===== config.mk =====
export PLATFORM = sky130hd
export DESIGN_NAME = adc_waveform_unpack_stats_top
export DESIGN_NICKNAME = d
export VERILOG_FILES = /design/src/hdl/aws_pkg.sv /design/src/hdl/aws_stats.sv /design/src/hdl/adc_waveform_unpack_stats_top.sv
export SDC_FILE = /design/constraint.sdc
export NUM_CORES = 1
export LEC_CHECK = 0
export ABC_AREA = 1
export BUFFER_PORTS_ARGS = -buffer_cell sky130_fd_sc_hd__buf_2
export CAP_MARGIN = 20
export CELL_PAD_IN_SITES_DETAIL_PLACEMENT = 0
export CELL_PAD_IN_SITES_GLOBAL_PLACEMENT = 1
export CORE_MARGIN = 2
export CORE_UTILIZATION = 49
export DETAILED_ROUTE_END_ITERATION = 8
export GPL_TIMING_DRIVEN = 0
export PLACE_DENSITY = 0.86
export SYNTH_ARGS = -nofsm -noshare
export SYNTH_HDL_FRONTEND = slang
export SYNTH_SLANG_ARGS = --single-unit

===== constraint.sdc =====
create_clock -name clk -period 13.55 [get_ports clk]
set_input_delay 2.71 -clock clk [delete_from_list [all_inputs] [get_ports clk]]
set_output_delay 2.71 -clock clk [all_outputs]
set_load 0.1 [all_outputs]

===== src/hdl/aws_pkg.sv =====
// ----------------------------------------------------------------------------
// ADC waveform unpack and statistics: shared package
// Field widths, codes, the configuration bundle and the result record.
// ----------------------------------------------------------------------------
package aws_pkg;

  localparam int WORD_W    = 32;
  localparam int HALF_W    = 16;
  localparam int AVAIL_W   = 16;
  localparam int IDX_W     = 11;
  localparam int CNT_W     = 12;
  localparam int SUM_W     = 43;
  localparam int MODE_W    = 2;
  localparam int CFG_IDX_W = 2;
  localparam int CFG_DAT_W = 11;

  localparam int IN_TDATA_W  = WORD_W + AVAIL_W;
  localparam int RESULT_W    = 2 + IDX_W + WORD_W + IDX_W + WORD_W + IDX_W + SUM_W + SUM_W;
  localparam int OUT_TDATA_W = ((RESULT_W + 7) / 8) * 8;

  localparam logic [IDX_W-1:0] MAX_WORDS = 11'd1024;

  localparam logic CMD_START = 1'b0;
  localparam logic CMD_DATA  = 1'b1;

  localparam logic [MODE_W-1:0] MODE_FULL = 2'd1;
  localparam logic [MODE_W-1:0] MODE_HALF = 2'd2;

  typedef enum logic [1:0] {
    STATUS_OK       = 2'd0,
    STATUS_SHORT    = 2'd1,
    STATUS_BAD_MODE = 2'd2
  } status_t;

  typedef enum logic [CFG_IDX_W-1:0] {
    REG_SAMPLES_PER_WORD = 2'd0,
    REG_WORDS_PER_EVENT  = 2'd1,
    REG_WINDOW_START     = 2'd2,
    REG_WINDOW_STOP      = 2'd3
  } reg_idx_t;

  typedef struct packed {
    logic [MODE_W-1:0] samples_per_word;
    logic [IDX_W-1:0]  words_per_event;
    logic [IDX_W-1:0]  window_start;
    logic [IDX_W-1:0]  window_stop;
  } cfg_t;

  typedef struct packed {
    status_t           status;
    logic [IDX_W-1:0]  words_used;
    logic [WORD_W-1:0] max_value;
    logic [IDX_W-1:0]  max_index;
    logic [WORD_W-1:0] min_value;
    logic [IDX_W-1:0]  min_index;
    logic [SUM_W-1:0]  total_sum;
    logic [SUM_W-1:0]  window_sum;
  } result_t;

endpackage


===== src/hdl/aws_stats.sv =====
// ----------------------------------------------------------------------------
// ADC waveform statistics engine
// Holds the event state and folds one word (one or two samples) per step.
// ----------------------------------------------------------------------------
module aws_stats (
  input  logic                         clk,
  input  logic                         rst,
  input  logic                         step,
  input  logic                         cmd,
  input  logic [aws_pkg::WORD_W-1:0]   word,
  input  logic [aws_pkg::AVAIL_W-1:0]  avail,
  input  aws_pkg::cfg_t                cfg,
  output logic                         res_valid,
  output aws_pkg::result_t             res
);

  logic                        active;
  logic [aws_pkg::IDX_W-1:0]   words_seen;
  logic [aws_pkg::CNT_W-1:0]   sample_count;
  logic [aws_pkg::WORD_W-1:0]  run_max;
  logic [aws_pkg::IDX_W-1:0]   run_max_idx;
  logic [aws_pkg::WORD_W-1:0]  run_min;
  logic [aws_pkg::IDX_W-1:0]   run_min_idx;
  logic [aws_pkg::SUM_W-1:0]   run_total;
  logic [aws_pkg::SUM_W-1:0]   run_win;
  logic [aws_pkg::IDX_W-1:0]   ev_words;
  logic                        ev_half;
  logic [aws_pkg::IDX_W-1:0]   ev_wstart;
  logic [aws_pkg::IDX_W-1:0]   ev_wstop;

  logic [aws_pkg::IDX_W-1:0]   need;
  logic                        short_cnt;
  logic                        bad_mode;
  logic                        empty_ev;

  logic [aws_pkg::WORD_W-1:0]  samp_lo;
  logic [aws_pkg::WORD_W-1:0]  samp_hi;
  logic [aws_pkg::CNT_W-1:0]   idx_hi;
  logic [aws_pkg::WORD_W-1:0]  max_a, max_next, min_a, min_next;
  logic [aws_pkg::IDX_W-1:0]   max_idx_a, max_idx_next, min_idx_a, min_idx_next;
  logic                        win_lo, win_hi;
  logic [aws_pkg::SUM_W-1:0]   add_lo, add_hi;
  logic [aws_pkg::SUM_W-1:0]   total_next, win_next;
  logic [aws_pkg::CNT_W-1:0]   count_next;
  logic [aws_pkg::IDX_W-1:0]   seen_next;
  logic                        last_word;
  logic                        win_zero;

  always_comb begin
    need      = (cfg.words_per_event > aws_pkg::MAX_WORDS) ? aws_pkg::MAX_WORDS
                                                           : cfg.words_per_event;
    short_cnt = avail < {{(aws_pkg::AVAIL_W-aws_pkg::IDX_W){1'b0}}, need};
    bad_mode  = (cfg.samples_per_word != aws_pkg::MODE_FULL) &&
                (cfg.samples_per_word != aws_pkg::MODE_HALF);
    empty_ev  = (need == '0);
  end

  always_comb begin
    samp_lo = ev_half ? {{(aws_pkg::WORD_W-aws_pkg::HALF_W){1'b0}}, word[aws_pkg::HALF_W-1:0]}
                      : word;
    samp_hi = {{(aws_pkg::WORD_W-aws_pkg::HALF_W){1'b0}},
               word[aws_pkg::WORD_W-1:aws_pkg::HALF_W]};
    idx_hi  = sample_count + 1'b1;

    max_a     = run_max;
    max_idx_a = run_max_idx;
    if ((sample_count == '0) || (samp_lo > run_max)) begin
      max_a     = samp_lo;
      max_idx_a = sample_count[aws_pkg::IDX_W-1:0];
    end
    min_a     = run_min;
    min_idx_a = run_min_idx;
    if ((sample_count == '0) || (samp_lo < run_min)) begin
      min_a     = samp_lo;
      min_idx_a = sample_count[aws_pkg::IDX_W-1:0];
    end

    max_next     = max_a;
    max_idx_next = max_idx_a;
    min_next     = min_a;
    min_idx_next = min_idx_a;
    if (ev_half && (samp_hi > max_a)) begin
      max_next     = samp_hi;
      max_idx_next = idx_hi[aws_pkg::IDX_W-1:0];
    end
    if (ev_half && (samp_hi < min_a)) begin
      min_next     = samp_hi;
      min_idx_next = idx_hi[aws_pkg::IDX_W-1:0];
    end

    win_lo = (sample_count >= {1'b0, ev_wstart}) && (sample_count < {1'b0, ev_wstop});
    win_hi = ev_half && (idx_hi >= {1'b0, ev_wstart}) && (idx_hi < {1'b0, ev_wstop});

    add_lo = {{(aws_pkg::SUM_W-aws_pkg::WORD_W){1'b0}}, samp_lo};
    add_hi = ev_half ? {{(aws_pkg::SUM_W-aws_pkg::WORD_W){1'b0}}, samp_hi} : '0;

    total_next = run_total + add_lo + add_hi;
    win_next   = run_win + (win_lo ? add_lo : '0) + (win_hi ? add_hi : '0);
    count_next = sample_count + (ev_half ? aws_pkg::CNT_W'(2) : aws_pkg::CNT_W'(1));
    seen_next  = words_seen + 1'b1;
    last_word  = seen_next >= ev_words;
    win_zero   = ({1'b0, ev_wstart} >= count_next) || ({1'b0, ev_wstop} >= count_next) ||
                 (ev_wstart > ev_wstop);
  end

  always_comb begin
    res_valid = 1'b0;
    res       = '0;
    if (step && (cmd == aws_pkg::CMD_START)) begin
      res_valid = short_cnt || bad_mode || empty_ev;
      if (short_cnt) begin
        res.status = aws_pkg::STATUS_SHORT;
      end else if (bad_mode) begin
        res.status = aws_pkg::STATUS_BAD_MODE;
      end else begin
        res.status = aws_pkg::STATUS_OK;
      end
    end else if (step && active && last_word) begin
      res_valid      = 1'b1;
      res.status     = aws_pkg::STATUS_OK;
      res.words_used = seen_next;
      res.max_value  = max_next;
      res.max_index  = max_idx_next;
      res.min_value  = min_next;
      res.min_index  = min_idx_next;
      res.total_sum  = total_next;
      res.window_sum = win_zero ? '0 : win_next;
    end
  end

  always_ff @(posedge clk) begin
    if (rst) begin
      active       <= 1'b0;
      words_seen   <= '0;
      sample_count <= '0;
      run_max      <= '0;
      run_max_idx  <= '0;
      run_min      <= '0;
      run_min_idx  <= '0;
      run_total    <= '0;
      run_win      <= '0;
      ev_words     <= '0;
      ev_half      <= 1'b0;
      ev_wstart    <= '0;
      ev_wstop     <= '0;
    end else if (step) begin
      if (cmd == aws_pkg::CMD_START) begin
        active       <= !short_cnt && !bad_mode && !empty_ev;
        words_seen   <= '0;
        sample_count <= '0;
        run_max      <= '0;
        run_max_idx  <= '0;
        run_min      <= '0;
        run_min_idx  <= '0;
        run_total    <= '0;
        run_win      <= '0;
        if (!short_cnt && !bad_mode) begin
          ev_words  <= need;
          ev_half   <= (cfg.samples_per_word == aws_pkg::MODE_HALF);
          ev_wstart <= cfg.window_start;
          ev_wstop  <= cfg.window_stop;
        end
      end else if (active) begin
        words_seen   <= seen_next;
        sample_count <= count_next;
        run_max      <= max_next;
        run_max_idx  <= max_idx_next;
        run_min      <= min_next;
        run_min_idx  <= min_idx_next;
        run_total    <= total_next;
        run_win      <= win_next;
        if (last_word) begin
          active <= 1'b0;
        end
      end
    end
  end

endmodule


===== src/hdl/adc_waveform_unpack_stats_top.sv =====
// ----------------------------------------------------------------------------
// ADC waveform unpack and statistics: top level
// Unpacks event words into samples and reports peak, minimum and sums.
// ----------------------------------------------------------------------------
// Usage: the s_ stream carries words; s_tuser low starts an event and
// s_tdata holds the available word count, s_tuser high delivers a data word.
// A start that fails its count or mode check gives an error word at once; a
// good event gives one result word on m_ after its last data word.
// The cfg channel writes the mode, event length and window bounds; it is
// always ready, and values are latched at each start word that passes its
// count and mode checks. An accepted word waits in the input register and
// is processed into the result register when the m_ side is free, which
// raises m_tvalid for a word that completes a result. Throughput is one
// word per cycle in both sample modes while m_ is not stalled; a half-mode
// word folds both of its samples in the same cycle.
// A stalled m_ side holds the result and stops processing; the input
// register fills if it is empty, and s_tready stays low until the result
// is taken.
// Reset clears the event state and loads the configuration defaults.
// ----------------------------------------------------------------------------
module adc_waveform_unpack_stats_top (
  input  logic                              clk,
  input  logic                              rst,
  input  logic                              s_tvalid,
  output logic                              s_tready,
  // data_word [31:0], words_available [47:32]
  input  logic [aws_pkg::IN_TDATA_W-1:0]    s_tdata,
  // command
  input  logic                              s_tuser,
  output logic                              m_tvalid,
  input  logic                              m_tready,
  // status [1:0], words_used [12:2], max_value [44:13], max_index [55:45],
  // min_value [87:56], min_index [98:88], total_sum [141:99],
  // window_sum [184:142], zero fill above
  output logic [aws_pkg::OUT_TDATA_W-1:0]   m_tdata,
  input  logic                              cfg_valid,
  output logic                              cfg_ready,
  input  logic [aws_pkg::CFG_IDX_W-1:0]     cfg_index,
  input  logic [aws_pkg::CFG_DAT_W-1:0]     cfg_data
);

  aws_pkg::cfg_t                 cfg;
  logic                          in_valid;
  logic                          in_cmd;
  logic [aws_pkg::WORD_W-1:0]    in_word;
  logic [aws_pkg::AVAIL_W-1:0]   in_avail;
  logic                          out_free;
  logic                          advance;
  logic                          res_valid;
  aws_pkg::result_t              res;

  assign cfg_ready = 1'b1;
  assign out_free  = !m_tvalid || m_tready;
  assign advance   = in_valid && out_free;
  assign s_tready  = !in_valid || out_free;

  always_ff @(posedge clk) begin
    if (rst) begin
      cfg.samples_per_word <= aws_pkg::MODE_HALF;
      cfg.words_per_event  <= aws_pkg::MAX_WORDS;
      cfg.window_start     <= '0;
      cfg.window_stop      <= '0;
    end else if (cfg_valid && cfg_ready) begin
      unique case (aws_pkg::reg_idx_t'(cfg_index))
        aws_pkg::REG_SAMPLES_PER_WORD: begin
          cfg.samples_per_word <= cfg_data[aws_pkg::MODE_W-1:0];
        end
        aws_pkg::REG_WORDS_PER_EVENT: begin
          cfg.words_per_event <= cfg_data[aws_pkg::IDX_W-1:0];
        end
        aws_pkg::REG_WINDOW_START: begin
          cfg.window_start <= cfg_data[aws_pkg::IDX_W-1:0];
        end
        aws_pkg::REG_WINDOW_STOP: begin
          cfg.window_stop <= cfg_data[aws_pkg::IDX_W-1:0];
        end
      endcase
    end
  end

  always_ff @(posedge clk) begin
    if (rst) begin
      in_valid <= 1'b0;
    end else if (s_tvalid && s_tready) begin
      in_valid <= 1'b1;
    end else if (advance) begin
      in_valid <= 1'b0;
    end
  end

  always_ff @(posedge clk) begin
    if (s_tvalid && s_tready) begin
      in_cmd   <= s_tuser;
      in_word  <= s_tdata[aws_pkg::WORD_W-1:0];
      in_avail <= s_tdata[aws_pkg::IN_TDATA_W-1:aws_pkg::WORD_W];
    end
  end

  aws_stats u_stats (
    .clk       (clk),
    .rst       (rst),
    .step      (advance),
    .cmd       (in_cmd),
    .word      (in_word),
    .avail     (in_avail),
    .cfg       (cfg),
    .res_valid (res_valid),
    .res       (res)
  );

  always_ff @(posedge clk) begin
    if (rst) begin
      m_tvalid <= 1'b0;
    end else if (out_free) begin
      m_tvalid <= advance && res_valid;
    end
  end

  always_ff @(posedge clk) begin
    if (advance && res_valid) begin
      m_tdata <= {{(aws_pkg::OUT_TDATA_W-aws_pkg::RESULT_W){1'b0}},
                  res.window_sum, res.total_sum, res.min_index, res.min_value,
                  res.max_index, res.max_value, res.words_used, res.status};
    end
  end

endmodule


; ---- Word-level counts from Yosys, hierarchy flattened
; Index checks and enable logic that the tools add are counted.
[totals]
regBits = 501
inputBits = 67
elab_cells = 134
[op_classes]
add_sub_neg = 7
order_cmp = 14
n_eq_ne = 7
mux = 40
bitwise_logic = 2
reduce_logical = 39
[op_table]
columns = op, n
row1 = 32-bit two-way mux, 10
row2 = 43-bit two-way mux, 5
row3 = 43-bit adder, 3
row4 = 11-bit two-way mux, 11
row5 = 43-bit by 32-bit adder with 43-bit output, 1
row6 = 16-bit by 32-bit > comparator with 1-bit output, 1
row7 = 32-bit > comparator, 1
row8 = 16-bit by 32-bit less-than comparator with 1-bit output, 1
row9 = 32-bit less-than comparator, 1
row10 = 11-bit by 12-bit >= comparator with 1-bit output, 2
row11 = 12-bit by 11-bit >= comparator with 1-bit output, 2
row12 = 12-bit by 11-bit less-than comparator with 1-bit output, 2
row13 = 12-bit two-way mux, 2
row14 = 16-bit by 11-bit less-than comparator with 1-bit output, 1
row15 = 16-bit two-way mux, 1
row16 = 1-bit logical AND, 14
row17 = "12-bit by 1-bit adder with 12-bit output, second input constant", 1
row18 = 12-bit adder, 1
row19 = 12-bit zero test, 1
row20 = "11-bit by 1-bit adder with 11-bit output, second input constant", 1
row21 = 11-bit >= comparator, 1
row22 = 11-bit > comparator, 1
row23 = "11-bit > comparator, second input constant", 1
row24 = 11-bit zero test, 1
row25 = 15 further kinds, 43

; ---- Longest topological paths before layout
; Gate-level depths: netlist (run 1).
[logic_depth]
word_depth = 9
mapped_depth = 37

; ---- Hierarchy
; From an unflattened synthesis (run 1), not the netlist that was laid out.
[unflattened]
cells_unflattened = 3764
area_unflattened_um2 = 30326.6
[modules_own_cells]
columns = mod, instances, cells_each, area_each_um2, seq_area_each_um2
row1 = aws_stats, 1, 3279, 21682.0, 4604.4
row2 = adc_waveform_unpack_stats_top, 1, 485, 8644.5, 7767.4

; ---- Worst setup path before layout (run 1)
; No wires, ideal clock.
[synth_path]
path_kind = input to register
from = in m_tready
to = reg m_tdata[0] in the netlist's numbering (enable)
arrival_time_ns = 7.523
required_ns = 12.997
setup_slack_ns = 5.474
path_stages = 10
path_buffers = 0
cell_sequence = inv_1 > nand2_1 > nand2_1 > nor2_1 > inv_1 > nor2_1 > inv_1 > nor2_1 > clkinv_1 > nand2_1
[synth_between]
elab_chain_cells = 7
elab_cells_between_ends = 8
cone_classes = mux: 2 / reduce/logical: 6
[synth_lines]
columns = element, line
row1 = start: declaration, adc_waveform_unpack_stats_top.sv:31  ; input logic m_tready,
row2 = 1-bit logical OR *, adc_waveform_unpack_stats_top.sv:53  ; assign out_free = !m_tvalid || m_tready;
row3 = 1-bit logical AND *, adc_waveform_unpack_stats_top.sv:54  ; assign advance = in_valid && out_free;
row4 = 1-bit logical AND (2 in series), aws_stats.sv:118  ; end else if (step && active && last_word) begin
row5 = 1-bit two-way mux, aws_stats.sv:118
row6 = 1-bit two-way mux, aws_stats.sv:109  ; if (step && (cmd == aws_pkg::CMD_START)) begin
row7 = 1-bit logical AND *, adc_waveform_unpack_stats_top.sv:120  ; if (advance && res_valid) begin
row8 = end signal: assignment, adc_waveform_unpack_stats_top.sv:121  ; m_tdata <= {{(aws_pkg::OUT_TDATA_W-aws_pkg::RESULT_W){1'b0}},
row9 = end: declaration, adc_waveform_unpack_stats_top.sv:35  ; output logic [aws_pkg::OUT_TDATA_W-1:0] m_tdata,
; Every way passes the cells marked *; elsewhere a longest branch is shown, timed or not.
; A chain may end at the register's enable or synchronous reset.

; ---- Worst setup path after layout (run 1)
[layout_path]
from = reg u_stats.sample_count[0] in the netlist's numbering
to = reg m_tdata[171] in the netlist's numbering (data pin)
[layout_between]
elab_chain_cells = 6
elab_cells_between_ends = 18
cone_classes = add/sub: 4 / order compare: 6 / mux: 2 / reduce/logical: 6
[layout_lines]
columns = element, line
row1 = start: declaration, aws_stats.sv:19  ; logic [aws_pkg::CNT_W-1:0] sample_count;
row2 = start signal: assignment, aws_stats.sv:165  ; sample_count <= count_next;
row3 = branches (longest 6 deep; another with 43-bit adder), --
; Parallel ways; which one is timed is not known.

==> impl_metrics.toml, run 1 <==
[run_status]
outcome = "finished, final reports clean"

[yosys]
synthesis.area_um2 = 29950
synth.largest_area_cell = "sky130_fd_sc_hd__edfxtp_1"
netlist.area_leader.share = 0.2346
yosys-mux-area-fraction = 0
syn-mean-instance-area_um2 = 8.040
share_of_the_synthesized_area_in_compound_gates_ao_oa_aoi_oai = 0.1329
cell_types_with_the_largest_area_share_after_synthesis = "sky130_fd_sc_hd__edfxtp_1 23%, sky130_fd_sc_hd__dfxtp_1 18%, sky130_fd_sc_hd__ha_1 12%"
ys_seq_area_frac = 0.4131
yosys.area_share.xor_xnor = 0.01872
yosys.area_share.simple = 0.2074
synth-warning-count = 0
number_of_distinct_library_cell_variants_in_the_gate_level_netlist_after_synthesis = 64
synth_top_family_by_area = "simple AND/OR/NAND/NOR gates"
synth_enable_flop_cells = 234
synth-adder-area-share = 0.1454
synthFlopType = "sky130_fd_sc_hd__dfxtp_1"
flip_flop_and_latch_count_after_synthesis = 501
postSynthCellCount = 3725
postSynth.asyncResetShare = 0

[clocking]
cts_sinks = 501
htree_levels = 2
cts_root_buffer = "sky130_fd_sc_hd__clkbuf_16"
cts_made_buffers = 55
post_cts_buffers = 0
ctsLongestPathBuffers = 3
tritoncts_clock_tree = "yes"
clk_transition_reported_paths_ps = 70
clkLatencyLatePin_ps = 640
holdBufCountCts = 0
total_of_cells_resized_after_clock_tree_synthesis = 0

[die]
die_height_um = 251.2
row_count = 90
die-area_um2 = 63110
boundaryPins = 262
floorplan.initialDensity = 0.4962
core_um2 = 60360
dieWidth_um = 251.2

[global_routing]
grt_pass1_vias = 24820
grt_max_degree = 76
grt_first_pass_wirelength_mm = 145.1
grt_use_total = 0.3008
grt_antenna_before_repair = 1
grt_overflow_total = 0

[drt]
detail-route-antenna-nets = 0
drcViolationCount = 0
vias = 26510
dr.pass1.iters = 7
first_iter_violations = 2232
wl_per_cell_um = 19.85
final_wirelength_mm = 96.74
mean_number_of_vias_per_cell = 5.440

[final_layout]
layout.cells.most_common_list = "739 x sky130_fd_sc_hd__nand2_1, 462 x sky130_fd_sc_hd__inv_1, 429 x sky130_fd_sc_hd__a21oi_1"
post_route_cells_drive_above_1_share = 0.1112
final-seq-area_um2 = 12370
syn_to_final_growth_pct = 14.51
mostFrequentLayoutCell = "sky130_fd_sc_hd__nand2_1"
layout.nets = 4439
fillers = 5734
combined_area_of_the_multi_input_logic_cells_um2 = 15140

[pwr]
power_per_cell_area_nw_per_um2 = 111.3
cellLeakagePower_nw = 15.08
max-vdd-ir-drop_mv = 0.1139

[setup_path]
crit_fanout = 10
crit_path_frequent_cell = "sky130_fd_sc_hd__nand2_1"
required_ps = 13910
cpLargestDelayFamily = "compound AO/OA/AOI/OAI gates"
bufs_and_invs_on_worst_path = 4
worst-endpoint-arrival_ps = 8110
critical_path.startpoint_type = "register"
timing.critical_path.slowest_cell_delay_ps = 630
setup.reg_to_reg.worst_slack_ps = 5810
timing.critical_path.to_type = "register"
timing_worst_setup_path_type = "register to register"
timing.critical_path.slowest_stage_cell = "sky130_fd_sc_hd__a2111oi_4"

[place]
pre_cts_slack_ps = 6035
numPortBuffers = 253
finalWeightedCongestion = 0.9686
hpwl_mm = 76.22

[sta]
timing.max_slew.rel_slack = 0.1352
timing.final.hold_violations = 0
worst-slew-pin-transition_ps = 1297
max_clock_freq_mhz = 129.2
clock_period_minus_final_worst_setup_slack_ps = 7742
fin_crit_sh = 0.5714
final_setup_fails = 0
skew_ps = 26.83
rsz0062_at_grt = "no"
slew_violations = 0
timing.setup.tns_ps = 0
final_critical_path_setup_slack_ps = 5808

[hold_path]
hp-class = "register to register"

[job]
cap_violations = 0
metrics by stage:
stage | total power [mW] | std cells | instance area [um^2] | hold WS [ps] | utilization
5_1_grt | 3.941 | 4873 | 34300 | 465.9 | 0.5682
3_3_place_gp | 2.188 | 4766 | 32220 | 435.3 | 0.5337
6_report | 3.816 | 4873 | 34300 | 449.4 | 0.5682
4_1_cts | 3.824 | 4872 | 34290 | 450.7 | 0.5682
2_1_floorplan | 2.019 | 3731 | 29970 | 420.5 | -
3_5_place_dp | 2.193 | 4770 | 32310 | 441.9 | 0.5354
cells in the mapped netlist (3+ instances only):
master,instances
sky130_fd_sc_hd__nand3_1,198
sky130_fd_sc_hd__o211ai_1,8
sky130_fd_sc_hd__buf_6,9
sky130_fd_sc_hd__dfxtp_1,267
sky130_fd_sc_hd__xor2_1,48
sky130_fd_sc_hd__nand2_1,740
sky130_fd_sc_hd__nor4_1,8
sky130_fd_sc_hd__ha_1,292
sky130_fd_sc_hd__a21boi_0,7
sky130_fd_sc_hd__o21bai_1,4
sky130_fd_sc_hd__o21ai_1,13
sky130_fd_sc_hd__o221ai_1,11
sky130_fd_sc_hd__a21o_1,3
sky130_fd_sc_hd__nand4_1,19
sky130_fd_sc_hd__o21ai_0,186
sky130_fd_sc_hd__a21oi_1,429
sky130_fd_sc_hd__nor2_1,392
sky130_fd_sc_hd__fa_1,35
sky130_fd_sc_hd__or2_2,40
sky130_fd_sc_hd__a211oi_1,16
sky130_fd_sc_hd__buf_2,15
sky130_fd_sc_hd__o31ai_1,3
sky130_fd_sc_hd__buf_4,8
sky130_fd_sc_hd__nand3b_1,8
sky130_fd_sc_hd__clkbuf_1,113
sky130_fd_sc_hd__buf_1,9
sky130_fd_sc_hd__xnor2_1,16
sky130_fd_sc_hd__o21a_1,17
sky130_fd_sc_hd__nand3_2,12
sky130_fd_sc_hd__o22ai_1,6
sky130_fd_sc_hd__nor3_1,41
sky130_fd_sc_hd__a31oi_1,15
sky130_fd_sc_hd__inv_2,3
sky130_fd_sc_hd__inv_1,463
sky130_fd_sc_hd__edfxtp_1,234
state kept, by name, indices dropped and copies added, names as in the netlist, 11 cells and up:
| register | flops |
|---|---|
| u_stats.ev_wstop | 11 |
| u_stats.run_min | 32 |
| u_stats.run_max | 32 |
| u_stats.run_total | 43 |
| cfg | 35 |
| in_word | 32 |
| u_stats.ev_words | 11 |
| u_stats.run_max_idx | 11 |
| m_tdata | 185 |
| u_stats.run_win | 43 |
| u_stats.words_seen | 11 |
| u_stats.ev_wstart | 11 |
| in_avail | 16 |
| u_stats.run_min_idx | 11 |
| u_stats.sample_count | 12 |
worst register-to-register path: cells and delay by family, from the launching register on:
kind                       cells  cell delay [ps]
AOI/OAI and AO/OA              8             2430
and+or+nand+nor               14             1790
buffers and inverters          4              880
xor gates and xnor gates       1              400
adders and majority gates      4             1450
DFF                            1              540
cell families after synthesis:
family          count (synthesis)
other cells                     2
simple gates                 1474
flops                         501
fa+ha+maj                     327
buf+inv                       622
compound gates                735
xor+xnor                       64
where the power goes:
group | leakage (nW) | switching, mW | total [mW] | internal [mW]
registers | 4.56 | 0.0256 | 1.63 | 1.61
clock network | 0.956 | 0.665 | 1.64 | 0.979
logic | 9.57 | 0.393 | 0.540 | 0.147
total | 15.1 | 1.08 | 3.82 | 2.73
metal layers:
metal	up-vias	part of all wire	global-route usage	routed length [um]
li1	13060	-	-	-
met3	181	0.067	0.04297	6481
met2	937	0.44	0.4761	43040
met5	-	0	0	0
met1	12330	0.45	0.4181	43580
met4	0	0.038	0.1139	3641
layout make-up:
type                    instances  area share
multi-input cells            2608      0.4416
flip-flops and latches        501      0.3607
inverters                     467     0.05111
clock buffers                  71     0.04491
repair buffers                257     0.03955
well taps                     782     0.02853
plain buffers                 155     0.02069
clock inverters                31     0.01281
diodes                          1  0.00007297
path summary, 6_finish.rpt:
| kind | startpoint | end | depth (start not counted) |
|---|---|---|---|
| max | u_stats.sample_count[0] | m_tdata[171] | 31 |
| min | cfg[6] | cfg[6] | 2 |
| max reg2reg | u_stats.sample_count[0] | m_tdata[171] | 31 |
| min reg2reg | cfg[6] | cfg[6] | 2 |
No activity file was read; power rests on OpenSTA's default activity.
==> inputs of run 2 (changes only) <==
ABC_AREA = 0   (was 1)
CORE_UTILIZATION = 47   (was 49)
PLACE_DENSITY = 0.81   (was 0.86)
clock period = 7.35 ns   (was 13.55 ns; I/O delays follow)
==> run 2 against run 1 <==
Critical endpoint is now m_tdata[24]. Sequential cell count did not move. Clock-buffer cell count decreased by 9. Critical path type unchanged. Global-route usage up 0.062 points. Die area is 1.2% higher. Total power grew 74%. Wire length grew 1.1%.
==> impl_metrics.toml, run 2 <==
[setup_path]
critical_path.startpoint_type = "register"
worst-endpoint-arrival_ps = 7440
crit_fanout = 10
timing_worst_setup_path_type = "register to register"
timing.critical_path.to_type = "register"
required_ps = 7730

[place]
finalWeightedCongestion = 0.9495
inst_count_dp = 4235
hpwl_mm = 76.52
pre_cts_slack_ps = -1150
numPortBuffers = 252

[sta]
holdWs_ps = 450.7
worst-slew-pin-transition_ps = 1166
fin_crit_sh = 0.9596
timing.setup.tns_ps = 0
slew_violations = 0
timing.max_slew.rel_slack = 0.2225
clock_period_minus_final_worst_setup_slack_ps = 7053
final_setup_fails = 0
skew_ps = 29.83
final_critical_path_setup_slack_ps = 296.6
timing.final.hold_violations = 0
max_clock_freq_mhz = 141.8

[final_layout]
layout.cells.most_common_list = "424 x sky130_fd_sc_hd__nor2_1, 339 x sky130_fd_sc_hd__nand2_1, 294 x sky130_fd_sc_hd__a21oi_1"
mostFrequentLayoutCell = "sky130_fd_sc_hd__nor2_1"
largest_register_ffs = 185
largest_registers = "m_tdata (185), u_stats.run_total (43), u_stats.run_win (43)"
instances_no_fill = 4347
final-seq-area_um2 = 12380
post_route_cells_drive_above_1_share = 0.1333
combined_area_of_the_multi_input_logic_cells_um2 = 15550
syn_to_final_growth_pct = 16.12
fillers = 5704
layout.nets = 3903
largest-register = "m_tdata"

[clocking]
clkLatencyLatePin_ps = 630
htree_levels = 2
clk_transition_reported_paths_ps = 60
cts_root_buffer = "sky130_fd_sc_hd__clkbuf_16"
cts_sinks = 501
cts_made_buffers = 55
ctsLongestPathBuffers = 3
tritoncts_clock_tree = "yes"
holdBufCountCts = 0

[drt]
mean_number_of_vias_per_cell = 5.749
final_wirelength_mm = 97.76
vias = 24990
first_iter_violations = 1801
dr.pass1.iters = 5
drcViolationCount = 0
detail-route-antenna-nets = 0
wl_per_cell_um = 22.49

[global_routing]
grt_antenna_before_repair = 6
grt_overflow_total = 0
grt_max_degree = 77
grt_pass1_vias = 24500
grt_first_pass_wirelength_mm = 146.1
grt_use_total = 0.3014

[pwr]
sw_frac_of_total = 0.2642
power.share.clock = 0.453
combinational_share_of_power = 0.095
seq_power_share = 0.452
cellLeakagePower_nw = 14.14
max-vdd-ir-drop_mv = 0.1877
netSwitchingPower_mw = 1.751
power_per_cell_area_nw_per_um2 = 196.2
cellInternalPower_mw = 4.875

[yosys]
syn-mean-instance-area_um2 = 9.151
synthFlopType = "sky130_fd_sc_hd__dfxtp_1"
ys_seq_area_frac = 0.4254
cell_types_with_the_largest_area_share_after_synthesis = "sky130_fd_sc_hd__edfxtp_1 24%, sky130_fd_sc_hd__dfxtp_1 18%, sky130_fd_sc_hd__ha_1 13%"
netlist.area_leader.share = 0.2416
synth.largest_area_cell = "sky130_fd_sc_hd__edfxtp_1"
synth-warning-count = 0
synth_top_cells_by_count = "426 x sky130_fd_sc_hd__nor2_1, 341 x sky130_fd_sc_hd__nand2_1, 300 x sky130_fd_sc_hd__a21oi_1, 292 x sky130_fd_sc_hd__ha_1, 267 x sky130_fd_sc_hd__dfxtp_1"
yosysMostFrequentCell = "sky130_fd_sc_hd__nor2_1"
postSynth.asyncResetShare = 0
flip_flop_and_latch_count_after_synthesis = 501
synthesis.area_um2 = 29080
postSynthCellCount = 3178
number_of_distinct_library_cell_variants_in_the_gate_level_netlist_after_synthesis = 85
synth_enable_flop_cells = 234

[die]
die_height_um = 252.8
die-area_um2 = 63890
boundaryPins = 262
dieWidth_um = 252.8
core_um2 = 61480
floorplan.initialDensity = 0.4730
row_count = 91

[hold_path]
hp-class = "register to register"

[run_status]
outcome = "finished, final reports clean"

[job]
cap_violations = 0
[run 2: final cells by class]
type | instances | share of cell area
Multi-Input combinational cell | 2333 | 0.4606
Sequential cell | 501 | 0.3666
Clock buffer | 62 | 0.04461
Timing Repair Buffer | 268 | 0.04313
Tap cell | 790 | 0.02927
Inverter | 198 | 0.02212
Buffer | 152 | 0.01982
Clock inverter | 42 | 0.01378
Antenna cell | 1 | 0.00007410
[run 2: power by group through the flow]
stage,Sequential [mW],Clock (mW),Combinational [mW]
floorplan,3.09,0,0.363
global placement,3.06,0,0.600
detailed placement,3.05,0,0.616
CTS,2.99,3.04,0.622
global route,2.99,3.15,0.687
finish,2.99,3.00,0.633
[run 2: cells by family after synthesis]
kind of cell,Yosys count,synth area share
flip-flops,501,0.4254
multiplexers,38,0.01316
other,2,0.0002582
AND/OR/NAND/NOR,1081,0.1637
adder cells (fa/ha/maj),327,0.1497
buffers and inverters,350,0.04724
AO/OA/AOI/OAI,777,0.1698
XOR/XNOR,102,0.03072
[run 2: timing repair]
action,4_1_cts,5_1_grt
endpoints found under the hold margin,0,0
gates resized for setup,29,47
cloned,0,0
pin swaps,3,9
setup endpoints to repair,206,171
setup buffers,4,3
[run 2: path summary, 6_finish.rpt]
kind | from | to | slack, ps | depth (start not counted)
setup reg to reg | u_stats.ev_half | m_tdata[24] | 300 | 27
hold reg to reg | u_stats.run_min_idx[4] | u_stats.run_min_idx[4] | 450 | 2
hold / removal | u_stats.run_min_idx[4] | u_stats.run_min_idx[4] | 450 | 2
setup / recovery | u_stats.ev_half | m_tdata[24] | 300 | 27
[run 2: critical path, stage by stage (launching register included)]
cell and delay [ps]:
sky130_fd_sc_hd__dfxtp_2 390, sky130_fd_sc_hd__inv_1 230, sky130_fd_sc_hd__buf_2 290, sky130_fd_sc_hd__clkbuf_2 330, sky130_fd_sc_hd__nand2_1 240, sky130_fd_sc_hd__inv_1 260
sky130_fd_sc_hd__ha_1 300, sky130_fd_sc_hd__a21o_1 160, sky130_fd_sc_hd__a21oi_1 220, sky130_fd_sc_hd__o211ai_1 120, sky130_fd_sc_hd__a21oi_1 280, sky130_fd_sc_hd__o211ai_1 260
sky130_fd_sc_hd__nand2_1 300, sky130_fd_sc_hd__clkbuf_4 350, sky130_fd_sc_hd__mux2i_1 280, sky130_fd_sc_hd__ha_1 290, sky130_fd_sc_hd__a21o_1 170, sky130_fd_sc_hd__a21o_1 170
sky130_fd_sc_hd__a21oi_1 140, sky130_fd_sc_hd__nor2_1 80, sky130_fd_sc_hd__a211oi_2 320, sky130_fd_sc_hd__a211oi_1 200, sky130_fd_sc_hd__a31oi_1 210, sky130_fd_sc_hd__clkbuf_2 340
sky130_fd_sc_hd__clkbuf_2 310, sky130_fd_sc_hd__nor2_1 60, sky130_fd_sc_hd__a21o_1 200, sky130_fd_sc_hd__nor2_1 310
[run 2: routing by layer]
layer,part of all wire,track usage
met1,0.43,0.3950
met2,0.47,0.4991
met4,0.044,0.1246
met5,0.00038,0
met3,0.061,0.04377
[run 2: per-stage QoR]
step                      cell area (um^2)    util  total power, mW
after floorplan                      29110       -            3.454
after detailed placement             31500  0.5124            3.668
after CTS                            33620  0.5467            6.655
after global placement               31360  0.5100            3.656
after global routing                 33770  0.5492            6.831
final                                33770  0.5493            6.626
